File: src/rtl/trc_pkg.sv
// shared types and constants of the tristate remote code decoder
`timescale 1ns / 1ps
`default_nettype none

package trc_pkg;

    localparam int OUT_TIME_BITS = 48;
    localparam int PIN_SLOTS     = 12;
    localparam int HALF_PINS     = 6;
    localparam int POS_BITS      = 4;
    localparam int PINS_BITS     = 12;
    localparam int SYNC_SHIFT    = 3;
    localparam int FIFO_DEPTH    = 4;
    localparam int FIFO_PTR_BITS = 2;
    localparam int FIFO_CNT_BITS = 3;
    localparam int MAX_RESULTS   = 3;
    localparam int CFG_IDX_BITS  = 1;

    localparam logic [1:0] KIND_BIT  = 2'd0;
    localparam logic [1:0] KIND_ADDR = 2'd1;
    localparam logic [1:0] KIND_DATA = 2'd2;
    localparam logic [1:0] KIND_SYNC = 2'd3;

    localparam logic [1:0] SYM_ZERO    = 2'd0;
    localparam logic [1:0] SYM_ONE     = 2'd1;
    localparam logic [1:0] SYM_FLOAT   = 2'd2;
    localparam logic [1:0] SYM_UNKNOWN = 2'd3;

    localparam logic [1:0] PIN_ON      = 2'd0;
    localparam logic [1:0] PIN_OFF     = 2'd1;
    localparam logic [1:0] PIN_UNKNOWN = 2'd2;

    localparam logic [CFG_IDX_BITS-1:0] REG_DECODE_ENABLE  = 1'd0;
    localparam logic [CFG_IDX_BITS-1:0] REG_EMIT_CODE_WORD = 1'd1;

    typedef struct packed {
        logic [1:0]               event_kind;
        logic [1:0]               bit_symbol;
        logic [POS_BITS-1:0]      bit_position;
        logic [OUT_TIME_BITS-1:0] span_start;
        logic [OUT_TIME_BITS-1:0] span_end;
        logic [PINS_BITS-1:0]     address_pins;
        logic [PINS_BITS-1:0]     data_pins;
        logic                     last_of_run;
    } t_result;

endpackage

`default_nettype wire

File: src/rtl/trc_if.sv
// request channels of the tristate remote code decoder
`timescale 1ns / 1ps
`default_nettype none

interface trc_edge_if;
    import trc_pkg::*;
    logic                     valid;
    logic                     ready;
    logic [OUT_TIME_BITS-1:0] edge_time;
    modport source (output valid, output edge_time, input ready);
    modport sink (input valid, input edge_time, output ready);
endinterface

interface trc_evt_if;
    import trc_pkg::*;
    logic                     valid;
    logic                     ready;
    logic [1:0]               event_kind;
    logic [1:0]               bit_symbol;
    logic [POS_BITS-1:0]      bit_position;
    logic [OUT_TIME_BITS-1:0] span_start;
    logic [OUT_TIME_BITS-1:0] span_end;
    logic [PINS_BITS-1:0]     address_pins;
    logic [PINS_BITS-1:0]     data_pins;
    logic                     last_of_run;
    modport source (output valid, output event_kind, output bit_symbol, output bit_position,
                    output span_start, output span_end, output address_pins,
                    output data_pins, output last_of_run, input ready);
    modport sink (input valid, input event_kind, input bit_symbol, input bit_position,
                  input span_start, input span_end, input address_pins,
                  input data_pins, input last_of_run, output ready);
endinterface

interface trc_cfg_if;
    import trc_pkg::*;
    logic                    valid;
    logic                    ready;
    logic [CFG_IDX_BITS-1:0] index;
    logic                    data;
    modport source (output valid, output index, output data, input ready);
    modport sink (input valid, input index, input data, output ready);
endinterface

`default_nettype wire

File: src/rtl/tristate_remote_code_decoder_core.sv
// top level of the tristate remote code decoder
// usage:
//   i_edge carries one request per edge on the data line: its sample count.
//   o_evt returns bit, address word, data word and sync requests in order;
//   last_of_run marks the final request caused by one edge.
//   i_cfg writes decode_enable (index 0) and emit_code_word (index 1); it is
//   always ready and must only be used while the decoder is idle.
// timing:
//   an edge is registered, decoded from that register once the queue has
//   room, and its results land in a four-entry result queue whose head is
//   offered on o_evt. one edge per cycle is taken while the queue
//   drains at one request per cycle; a sync edge in code-word mode puts
//   three requests in the queue and holds the input until it drains back.
//   the input stage takes a new edge while older results wait in the queue.
// reset:
//   synchronous, active low; the queue empties, the decoder disarms,
//   decode_enable returns to 1 and emit_code_word to 0.
// stalls:
//   when o_evt.ready stays low the queue fills and i_edge.ready drops;
//   nothing is lost.
`timescale 1ns / 1ps
`default_nettype none

module tristate_remote_code_decoder_core #(
    parameter int BITS_PER_WORD = 12,
    parameter int TIME_BITS     = 48
) (
    input  wire         i_clk,
    input  wire         i_rst_n,
    trc_edge_if.sink    i_edge,
    trc_evt_if.source   o_evt,
    trc_cfg_if.sink     i_cfg
);
    import trc_pkg::*;

    localparam int XW = TIME_BITS + 3;
    localparam int SW = TIME_BITS + 4;
    localparam logic [TIME_BITS-1:0] TMASK = {TIME_BITS{1'b1}};

    function automatic logic is_long(input logic [TIME_BITS-1:0] v,
                                     input logic [TIME_BITS-1:0] r);
        logic [XW-1:0] v3;
        logic [XW-1:0] r3;
        v3 = XW'(v);
        r3 = XW'(r);
        return (v3 >= (r3 << 1)) && (v3 <= ((r3 << 2) + r3));
    endfunction

    function automatic logic is_equal(input logic [TIME_BITS-1:0] v,
                                      input logic [TIME_BITS-1:0] r);
        logic [XW-1:0] v3;
        logic [XW-1:0] r3;
        v3 = XW'(v);
        r3 = XW'(r);
        return ((v3 << 1) >= r3) && ((v3 << 1) <= ((r3 << 1) + r3));
    endfunction

    // configuration
    logic r_decode_enable;
    logic r_emit_code_word;

    // input stage
    logic                 r_in_valid;
    logic [TIME_BITS-1:0] r_t;

    // decoder state
    logic                 r_armed,        n_armed;
    logic [TIME_BITS-1:0] r_prev,         n_prev;
    logic [TIME_BITS-1:0] r_bit_start,    n_bit_start;
    logic [TIME_BITS-1:0] r_iv [3];
    logic [TIME_BITS-1:0] n_iv [3];
    logic [1:0]           r_iv_idx,       n_iv_idx;
    logic [POS_BITS-1:0]  r_bits_done,    n_bits_done;
    logic [1:0]           r_sym [PIN_SLOTS];
    logic [TIME_BITS-1:0] r_word_start,   n_word_start;
    logic [TIME_BITS-1:0] r_half_time,    n_half_time;
    logic [TIME_BITS-1:0] r_ignore_until, n_ignore_until;
    logic                 r_ignoring,     n_ignoring;

    // result queue
    t_result                  r_fifo [FIFO_DEPTH];
    logic [FIFO_PTR_BITS-1:0] r_head;
    logic [FIFO_PTR_BITS-1:0] r_tail;
    logic [FIFO_CNT_BITS-1:0] r_count;

    logic                 room;
    logic                 fire;
    logic                 process;
    logic                 sym_we;
    logic [1:0]           sym_val;
    logic [TIME_BITS-1:0] pulse;
    logic [SW-1:0]        sync_sum;
    logic [TIME_BITS-1:0] sync_end;
    logic [1:0]           push_n;
    t_result              res [MAX_RESULTS];
    logic [PINS_BITS-1:0] addr_pins;
    logic [PINS_BITS-1:0] data_pins;
    logic                 pop;

    assign room  = r_count <= FIFO_CNT_BITS'(FIFO_DEPTH - MAX_RESULTS);
    assign fire  = r_in_valid && room;
    assign pulse = r_t - r_prev;

    assign sync_sum = SW'(r_t) + (SW'(pulse) << SYNC_SHIFT);
    assign sync_end = (sync_sum > SW'(TMASK)) ? TMASK : sync_sum[TIME_BITS-1:0];

    always_comb begin
        for (int i = 0; i < HALF_PINS; i++) begin
            case (r_sym[i])
                SYM_ZERO:    addr_pins[2*i +: 2] = PIN_ON;
                SYM_UNKNOWN: addr_pins[2*i +: 2] = PIN_UNKNOWN;
                default:     addr_pins[2*i +: 2] = PIN_OFF;
            endcase
            data_pins[2*i +: 2] = r_sym[i + HALF_PINS];
        end
    end

    always_comb begin
        if (is_long(r_iv[1], r_iv[0]) && is_equal(r_iv[2], r_iv[0])
                && is_long(pulse, r_iv[0])) begin
            sym_val = SYM_ZERO;
        end else if (is_long(r_iv[0], r_iv[1]) && is_equal(r_iv[0], r_iv[2])
                && is_long(r_iv[0], pulse)) begin
            sym_val = SYM_ONE;
        end else if (is_long(r_iv[1], r_iv[0]) && is_long(r_iv[2], r_iv[0])
                && is_equal(pulse, r_iv[0])) begin
            sym_val = SYM_FLOAT;
        end else begin
            sym_val = SYM_UNKNOWN;
        end
    end

    // decode step for the registered edge
    always_comb begin
        n_armed        = r_armed;
        n_prev         = r_prev;
        n_bit_start    = r_bit_start;
        n_iv           = r_iv;
        n_iv_idx       = r_iv_idx;
        n_bits_done    = r_bits_done;
        n_word_start   = r_word_start;
        n_half_time    = r_half_time;
        n_ignore_until = r_ignore_until;
        n_ignoring     = r_ignoring;
        sym_we         = 1'b0;
        push_n         = 2'd0;
        process        = 1'b0;
        for (int k = 0; k < MAX_RESULTS; k++) begin
            res[k] = '0;
        end

        if (fire && r_decode_enable) begin
            if (!r_ignoring || (r_t > r_ignore_until)) begin
                process    = 1'b1;
                n_ignoring = 1'b0;
            end
        end

        if (process) begin
            if (!r_armed) begin
                n_armed      = 1'b1;
                n_prev       = r_t;
                n_bit_start  = r_t;
                n_word_start = r_t;
                n_iv_idx     = 2'd0;
                n_bits_done  = '0;
            end else begin
                n_prev = r_t;
                if (r_bits_done < POS_BITS'(BITS_PER_WORD)) begin
                    if (r_iv_idx < 2'd3) begin
                        n_iv[r_iv_idx] = pulse;
                        n_iv_idx       = r_iv_idx + 2'd1;
                    end else begin
                        sym_we              = 1'b1;
                        res[0].event_kind   = KIND_BIT;
                        res[0].bit_symbol   = sym_val;
                        res[0].bit_position = r_bits_done;
                        res[0].span_start   = OUT_TIME_BITS'(r_bit_start);
                        res[0].span_end     = OUT_TIME_BITS'(r_t);
                        res[0].last_of_run  = 1'b1;
                        push_n              = 2'd1;
                        n_bit_start         = r_t;
                        n_iv_idx            = 2'd0;
                        n_bits_done         = r_bits_done + 1'b1;
                        if (n_bits_done == POS_BITS'(HALF_PINS)) begin
                            n_half_time = r_t;
                        end
                    end
                end else begin
                    if (r_emit_code_word) begin
                        res[0].event_kind   = KIND_ADDR;
                        res[0].span_start   = OUT_TIME_BITS'(r_word_start);
                        res[0].span_end     = OUT_TIME_BITS'(r_half_time);
                        res[0].address_pins = addr_pins;
                        res[1].event_kind   = KIND_DATA;
                        res[1].span_start   = OUT_TIME_BITS'(r_half_time);
                        res[1].span_end     = OUT_TIME_BITS'(r_bit_start);
                        res[1].data_pins    = data_pins;
                        res[2].event_kind   = KIND_SYNC;
                        res[2].span_start   = OUT_TIME_BITS'(r_bit_start);
                        res[2].span_end     = OUT_TIME_BITS'(sync_end);
                        res[2].last_of_run  = 1'b1;
                        push_n              = 2'd3;
                    end else begin
                        res[0].event_kind   = KIND_SYNC;
                        res[0].span_start   = OUT_TIME_BITS'(r_bit_start);
                        res[0].span_end     = OUT_TIME_BITS'(sync_end);
                        res[0].last_of_run  = 1'b1;
                        push_n              = 2'd1;
                    end
                    n_ignore_until = sync_end;
                    n_ignoring     = 1'b1;
                    n_armed        = 1'b0;
                    n_bits_done    = '0;
                    n_iv_idx       = 2'd0;
                end
            end
        end
    end

    assign i_edge.ready = !r_in_valid || room;
    assign i_cfg.ready  = 1'b1;
    assign pop          = (r_count != '0) && o_evt.ready;

    always_ff @(posedge i_clk) begin
        if (!i_rst_n) begin
            r_decode_enable  <= 1'b1;
            r_emit_code_word <= 1'b0;
        end else if (i_cfg.valid) begin
            case (i_cfg.index)
                REG_DECODE_ENABLE:  r_decode_enable  <= i_cfg.data;
                REG_EMIT_CODE_WORD: r_emit_code_word <= i_cfg.data;
                default: ;
            endcase
        end
    end

    always_ff @(posedge i_clk) begin
        if (!i_rst_n) begin
            r_in_valid <= 1'b0;
        end else if (i_edge.ready) begin
            r_in_valid <= i_edge.valid;
        end
    end

    always_ff @(posedge i_clk) begin
        if (i_edge.ready && i_edge.valid) begin
            r_t <= TIME_BITS'(i_edge.edge_time);
        end
    end

    always_ff @(posedge i_clk) begin
        if (!i_rst_n) begin
            r_armed        <= 1'b0;
            r_prev         <= '0;
            r_bit_start    <= '0;
            r_iv           <= '{default: '0};
            r_iv_idx       <= 2'd0;
            r_bits_done    <= '0;
            r_word_start   <= '0;
            r_half_time    <= '0;
            r_ignore_until <= '0;
            r_ignoring     <= 1'b0;
        end else begin
            r_armed        <= n_armed;
            r_prev         <= n_prev;
            r_bit_start    <= n_bit_start;
            r_iv           <= n_iv;
            r_iv_idx       <= n_iv_idx;
            r_bits_done    <= n_bits_done;
            r_word_start   <= n_word_start;
            r_half_time    <= n_half_time;
            r_ignore_until <= n_ignore_until;
            r_ignoring     <= n_ignoring;
        end
    end

    // symbol store, no reset
    always_ff @(posedge i_clk) begin
        if (sym_we) begin
            r_sym[r_bits_done] <= sym_val;
        end
    end

    always_ff @(posedge i_clk) begin
        for (int k = 0; k < MAX_RESULTS; k++) begin
            if (2'(k) < push_n) begin
                r_fifo[r_tail + FIFO_PTR_BITS'(k)] <= res[k];
            end
        end
    end

    always_ff @(posedge i_clk) begin
        if (!i_rst_n) begin
            r_head  <= '0;
            r_tail  <= '0;
            r_count <= '0;
        end else begin
            r_tail  <= r_tail + FIFO_PTR_BITS'(push_n);
            r_head  <= r_head + FIFO_PTR_BITS'(pop);
            r_count <= r_count + FIFO_CNT_BITS'(push_n) - FIFO_CNT_BITS'(pop);
        end
    end

    assign o_evt.valid        = r_count != '0;
    assign o_evt.event_kind   = r_fifo[r_head].event_kind;
    assign o_evt.bit_symbol   = r_fifo[r_head].bit_symbol;
    assign o_evt.bit_position = r_fifo[r_head].bit_position;
    assign o_evt.span_start   = r_fifo[r_head].span_start;
    assign o_evt.span_end     = r_fifo[r_head].span_end;
    assign o_evt.address_pins = r_fifo[r_head].address_pins;
    assign o_evt.data_pins    = r_fifo[r_head].data_pins;
    assign o_evt.last_of_run  = r_fifo[r_head].last_of_run;

endmodule

`default_nettype wire

File: src/flat_wrapper.sv
// flat-port wrapper written by rule: the top's interface ports become plain ports
module tristate_remote_code_decoder_core_flat import trc_pkg::*;
#(
    parameter int BITS_PER_WORD = 12,
    parameter int TIME_BITS     = 48
)
  (i_clk, i_rst_n, i_edge_valid, i_edge_edge_time, i_edge_ready, o_evt_valid, o_evt_event_kind, o_evt_bit_symbol, o_evt_bit_position, o_evt_span_start, o_evt_span_end, o_evt_address_pins, o_evt_data_pins, o_evt_last_of_run, o_evt_ready, i_cfg_valid, i_cfg_index, i_cfg_data, i_cfg_ready);
  trc_edge_if i_edge_i ();
  trc_evt_if o_evt_i ();
  trc_cfg_if i_cfg_i ();
  input  wire i_clk;
  input  wire i_rst_n;
  input wire logic [$bits(i_edge_i.valid)-1:0] i_edge_valid;
  input wire logic [$bits(i_edge_i.edge_time)-1:0] i_edge_edge_time;
  output wire logic [$bits(i_edge_i.ready)-1:0] i_edge_ready;
  output wire logic [$bits(o_evt_i.valid)-1:0] o_evt_valid;
  output wire logic [$bits(o_evt_i.event_kind)-1:0] o_evt_event_kind;
  output wire logic [$bits(o_evt_i.bit_symbol)-1:0] o_evt_bit_symbol;
  output wire logic [$bits(o_evt_i.bit_position)-1:0] o_evt_bit_position;
  output wire logic [$bits(o_evt_i.span_start)-1:0] o_evt_span_start;
  output wire logic [$bits(o_evt_i.span_end)-1:0] o_evt_span_end;
  output wire logic [$bits(o_evt_i.address_pins)-1:0] o_evt_address_pins;
  output wire logic [$bits(o_evt_i.data_pins)-1:0] o_evt_data_pins;
  output wire logic [$bits(o_evt_i.last_of_run)-1:0] o_evt_last_of_run;
  input wire logic [$bits(o_evt_i.ready)-1:0] o_evt_ready;
  input wire logic [$bits(i_cfg_i.valid)-1:0] i_cfg_valid;
  input wire logic [$bits(i_cfg_i.index)-1:0] i_cfg_index;
  input wire logic [$bits(i_cfg_i.data)-1:0] i_cfg_data;
  output wire logic [$bits(i_cfg_i.ready)-1:0] i_cfg_ready;
  assign i_edge_i.valid = i_edge_valid;
  assign i_edge_i.edge_time = i_edge_edge_time;
  assign i_edge_ready = i_edge_i.ready;
  assign o_evt_valid = o_evt_i.valid;
  assign o_evt_event_kind = o_evt_i.event_kind;
  assign o_evt_bit_symbol = o_evt_i.bit_symbol;
  assign o_evt_bit_position = o_evt_i.bit_position;
  assign o_evt_span_start = o_evt_i.span_start;
  assign o_evt_span_end = o_evt_i.span_end;
  assign o_evt_address_pins = o_evt_i.address_pins;
  assign o_evt_data_pins = o_evt_i.data_pins;
  assign o_evt_last_of_run = o_evt_i.last_of_run;
  assign o_evt_i.ready = o_evt_ready;
  assign i_cfg_i.valid = i_cfg_valid;
  assign i_cfg_i.index = i_cfg_index;
  assign i_cfg_i.data = i_cfg_data;
  assign i_cfg_ready = i_cfg_i.ready;
  tristate_remote_code_decoder_core #(.BITS_PER_WORD(BITS_PER_WORD), .TIME_BITS(TIME_BITS)) u_core (.i_clk(i_clk), .i_rst_n(i_rst_n), .i_edge(i_edge_i), .o_evt(o_evt_i), .i_cfg(i_cfg_i));
endmodule
File: config.mk
export PLATFORM = sky130hd
export DESIGN_NAME = tristate_remote_code_decoder_core_flat
export DESIGN_NICKNAME = d
export VERILOG_FILES = /design/src/rtl/trc_pkg.sv /design/src/rtl/trc_if.sv /design/src/rtl/tristate_remote_code_decoder_core.sv /design/src/flat_wrapper.sv
export SDC_FILE = /design/constraint.sdc
export NUM_CORES = 2
export LEC_CHECK = 0
export ABC_AREA = 1
export BUFFER_PORTS_ARGS = -buffer_cell sky130_fd_sc_hd__buf_4
export CORE_ASPECT_RATIO = 1.75
export CORE_MARGIN = 2
export CORE_UTILIZATION = 30
export CTS_CLUSTER_DIAMETER = 40
export DETAILED_ROUTE_END_ITERATION = 10
export PLACE_DENSITY_LB_ADDON = 0.3
export RECOVER_POWER = 50
export SETUP_SLACK_MARGIN = 0.02
export SYNTH_ARGS = -nofsm -noshare
export SYNTH_HDL_FRONTEND = slang
export SYNTH_SLANG_ARGS = --single-unit
File: constraint.sdc
create_clock -name i_clk -period 8 [get_ports i_clk]
set_input_delay 0.4 -clock i_clk [delete_from_list [all_inputs] [get_ports i_clk]]
set_output_delay 0.4 -clock i_clk [all_outputs]
set_load 0.1 [all_outputs]
==> impl_metrics.tcl <==
set metrics [dict create \
    outcome "finished with violations" \
    failed_checks "max-capacitance violations, max-slew violations, negative setup slack" \
    crit_slowest_cell "nor3_1" \
    die_w_um 397.4 \
    cts_setup_buffers 0 \
    worstSetupPathType "flop to flop" \
    r2r_start "u_core.r_t[31]" \
    met2_usage_pct 48.18 \
    max_slew_margin_pct -145.0 \
    gr-usage-met3_pct 4.472 \
    layout_setup_ws_ps -44.44 \
    clk_latency_ps 820 \
    clkSlewWorstSetupHoldPaths_ps 70 \
    max_freq_ghz 0.1243 \
    die_y_um 692.4 \
    hold_path_end "u_core.r_emit_code_word" \
    h-tree-depth 3 \
    ant_nets 0 \
    root_buffer "clkbuf_16" \
    antenna_found_initial 35 \
    dr.first_iter.drc_count 6846 \
    syn_to_final_growth_pct 12.85 \
    required_ps 8650 \
    min_period_over_period_pct 100.6 \
    clockBufferDepth 3 \
    arrival_ps 8690 \
    route.final.wire_length_mm 385.4 \
    cts_tree "done" \
    critPathLaunch "u_core.r_t[31]" \
    slew_violations 980 \
    hp-start "i_cfg_index" \
    final_layout_size_suffix_gt1_share_pct 7.166 \
    die-area_mm2 0.2751 \
    yosysUniqueCellTypes 73 \
    drt_pass1_iterations 8 \
    start_util_pct 30.17 \
    final_common_cell "nand2_1" \
    cp_max_fo 37 \
    routed_via_density 5.652 \
    first_global_vias 83980 \
    synth_top_flop_cell "dfxtp_1" \
    ios 187 \
    clock-sinks 990 \
    regToRegSetupSlack_ps -40 \
    rows 252 \
    num_vias 84035 \
    gr-total-overflow 0 \
    wl_per_cell_um 25.92 \
    cp_common_cell "nand2_1" \
    p_leak_nw 39.03 \
    start_kind "flop" \
    worstMarginPinSlew_ps 3676 \
    hold-path-cell-count 4 \
    io_buffers 185 \
    worstReg2RegEnd "u_core.r_fifo[1][49]" \
    dp_slack_ps 647.9 \
    drc 0 \
    yosys_warnings 0 \
    fin_cells 14869 \
    synth-seq-cells 990 \
    rsz0062_at_grt "no" \
    place.gp.congestion 1.039 \
    netlist_area_mm2 0.08123 \
    fin_skew_ps 62.46 \
    top_usage_layer "met2" \
    grt_pass1_wl_mm 550.6 \
    nets 12295 \
    synth_edf_count 468 \
    track_usage_pct 27.11 \
    worst_r2r_path_depth 22 \
    peakVddDrop_uv 376.9 \
    syn-mean-instance-area_um2 7.376 \
    globalRouteMet1Util_pct 26.42 \
    yosysSeqAreaShare_pct 30.16 \
    syn_inst 11014 \
    dpl.hpwl_mm 287.1 \
    async_reset_ff_share_pct 0 \
    period_needed_ps 8044 \
    crit_chain "ha_1 > nand2_1 > inv_1 > nand3_1 > nor3_1 > o21ai_0 > o2111ai_1 > a21boi_0 > nand2_1 > nand3_1 > nand2_4 > nand2_4 > clkbuf_1 > clkinv_2 > buf_4 > buf_4 > nand2_1 > nand2_1 > inv_1 > nand2_1 > a21oi_1 > nor2_1" \
    grt_max_degree 152 \
    core-area_mm2 0.2693 \
    cp-end-kind "flop" \
    cap_violations 15 \
    setup_viol 42 \
    hold_class "input port to flop" \
    synth_nets 12110 \
    p_total_mw 34.05 \
    power_density_mw_per_mm2 371.4 \
    place_inst 14581 \
    hold_viol 0 \
    slowest_delay_ps 1050 \
    cts_made_buffers 118 \
    final_cell_mix "nand2_1 (2052), a21oi_1 (1102), ha_1 (1032)" \
]
[flip-flops by register name (all words and copies together), names as in the netlist, 4 cells and up]
signal / flops
u_core.r_t: 48
u_core.r_bits_done: 4
u_core.r_iv: 144
u_core.r_bit_start: 48
u_core.r_word_start: 48
u_core.r_half_time: 48
u_core.r_fifo: 516
u_core.r_prev: 48
u_core.r_sym: 24
u_core.r_ignore_until: 48
[per-layer routing]
layer	share of wire, %	vias up
met4	11	22
met3	6.5	1552
li1	-	39005
met5	0.037	-
met1	33	39704
met2	49	3752
[area by class of cell]
cell class / count / area [um2]
flip-flops and latches: 990 / 24510
inverters: 1069 / 4038
repair buffers: 518 / 3602
well taps: 3556 / 4449
clock inverters: 90 / 925.9
clock buffers: 134 / 3142
fillers: 29242 / 177600
diodes: 10 / 25.02
multi-input cells: 8502 / 50980
[cells by family after synthesis]
kind of cell	count (synthesis)	share of synthesized area [%]
and+or+nand+nor	4296	23.25
AOI/OAI and AO/OA	2863	19.93
buffers and inverters	1522	7.225
adders and majority gates	1042	16.12
DFF	990	30.16
xor gates and xnor gates	300	3.299
other	1	0.004616
[repair_timing]
action / in CTS / in global routing
endpoints found under the setup margin: 0 / 24
gates resized for setup: 0 / 3
hold endpoints to repair: 51 / 0
hold buffers: 54 / 0
[report_power, final]
part	total, mW	switching [mW]	leakage [nW]	internal, mW
Sequential	5.92	0.352	8.90	5.57
Combinational	22.4	16.4	28.2	5.96
Clock	5.77	2.62	1.98	3.15
[metrics by stage]
step	hold WS (ps)	TNS (ps)	area (um2)	utilization [%]
finish	72.51	-875.7	91670	34.04
detailed placement	440.0	0	87910	32.65
global route	86.37	0	91650	34.04
global placement	433.4	0	87910	32.65
floorplan	421.3	0	81230	-
CTS	5.454	0	92520	34.36
[Yosys cell counts, drive strengths merged (41+ instances only)]
cell type | number | share of area, %
a211oi | 136 | 1.3
a21o | 42 | 0.39
a21oi | 1106 | 6.8
a31oi | 74 | 0.62
buf | 89 | 0.60
clkbuf | 364 | 1.7
dfxtp | 522 | 13
edfxtp | 468 | 17
ha | 1033 | 16
inv | 1062 | 4.9
nand2 | 2107 | 9.9
nand3 | 761 | 5.3
nand4 | 264 | 2.0
nor2 | 985 | 4.7
nor3 | 98 | 0.63
nor4 | 41 | 0.33
o211ai | 200 | 1.9
o21ai | 990 | 6.1
o221ai | 45 | 0.49
o22ai | 141 | 1.1
xnor2 | 140 | 1.5
xor2 | 160 | 1.8
[critical path, delay by kind of cell, from the launching register on]
family                   cells  cell delay [ps]
AO/OA/AOI/OAI                4             1590
adder cells (fa/ha/maj)      1              350
buffers and inverters        6             2390
flip-flops                   1              510
AND/OR/NAND/NOR             11             2930
[worst max-delay path by stage]
stage,endpoint,slack [ps]
floorplan,u_core.r_sym[0][1],1920
global placement,u_core.r_sym[10][0],580
detailed placement,u_core.r_sym[10][0],650
CTS,u_core.r_sym[8][0],580
global route,o_evt_data_pins[4],50
finish,u_core.r_fifo[1][49],-40
(Power assumes the default switching activity.)
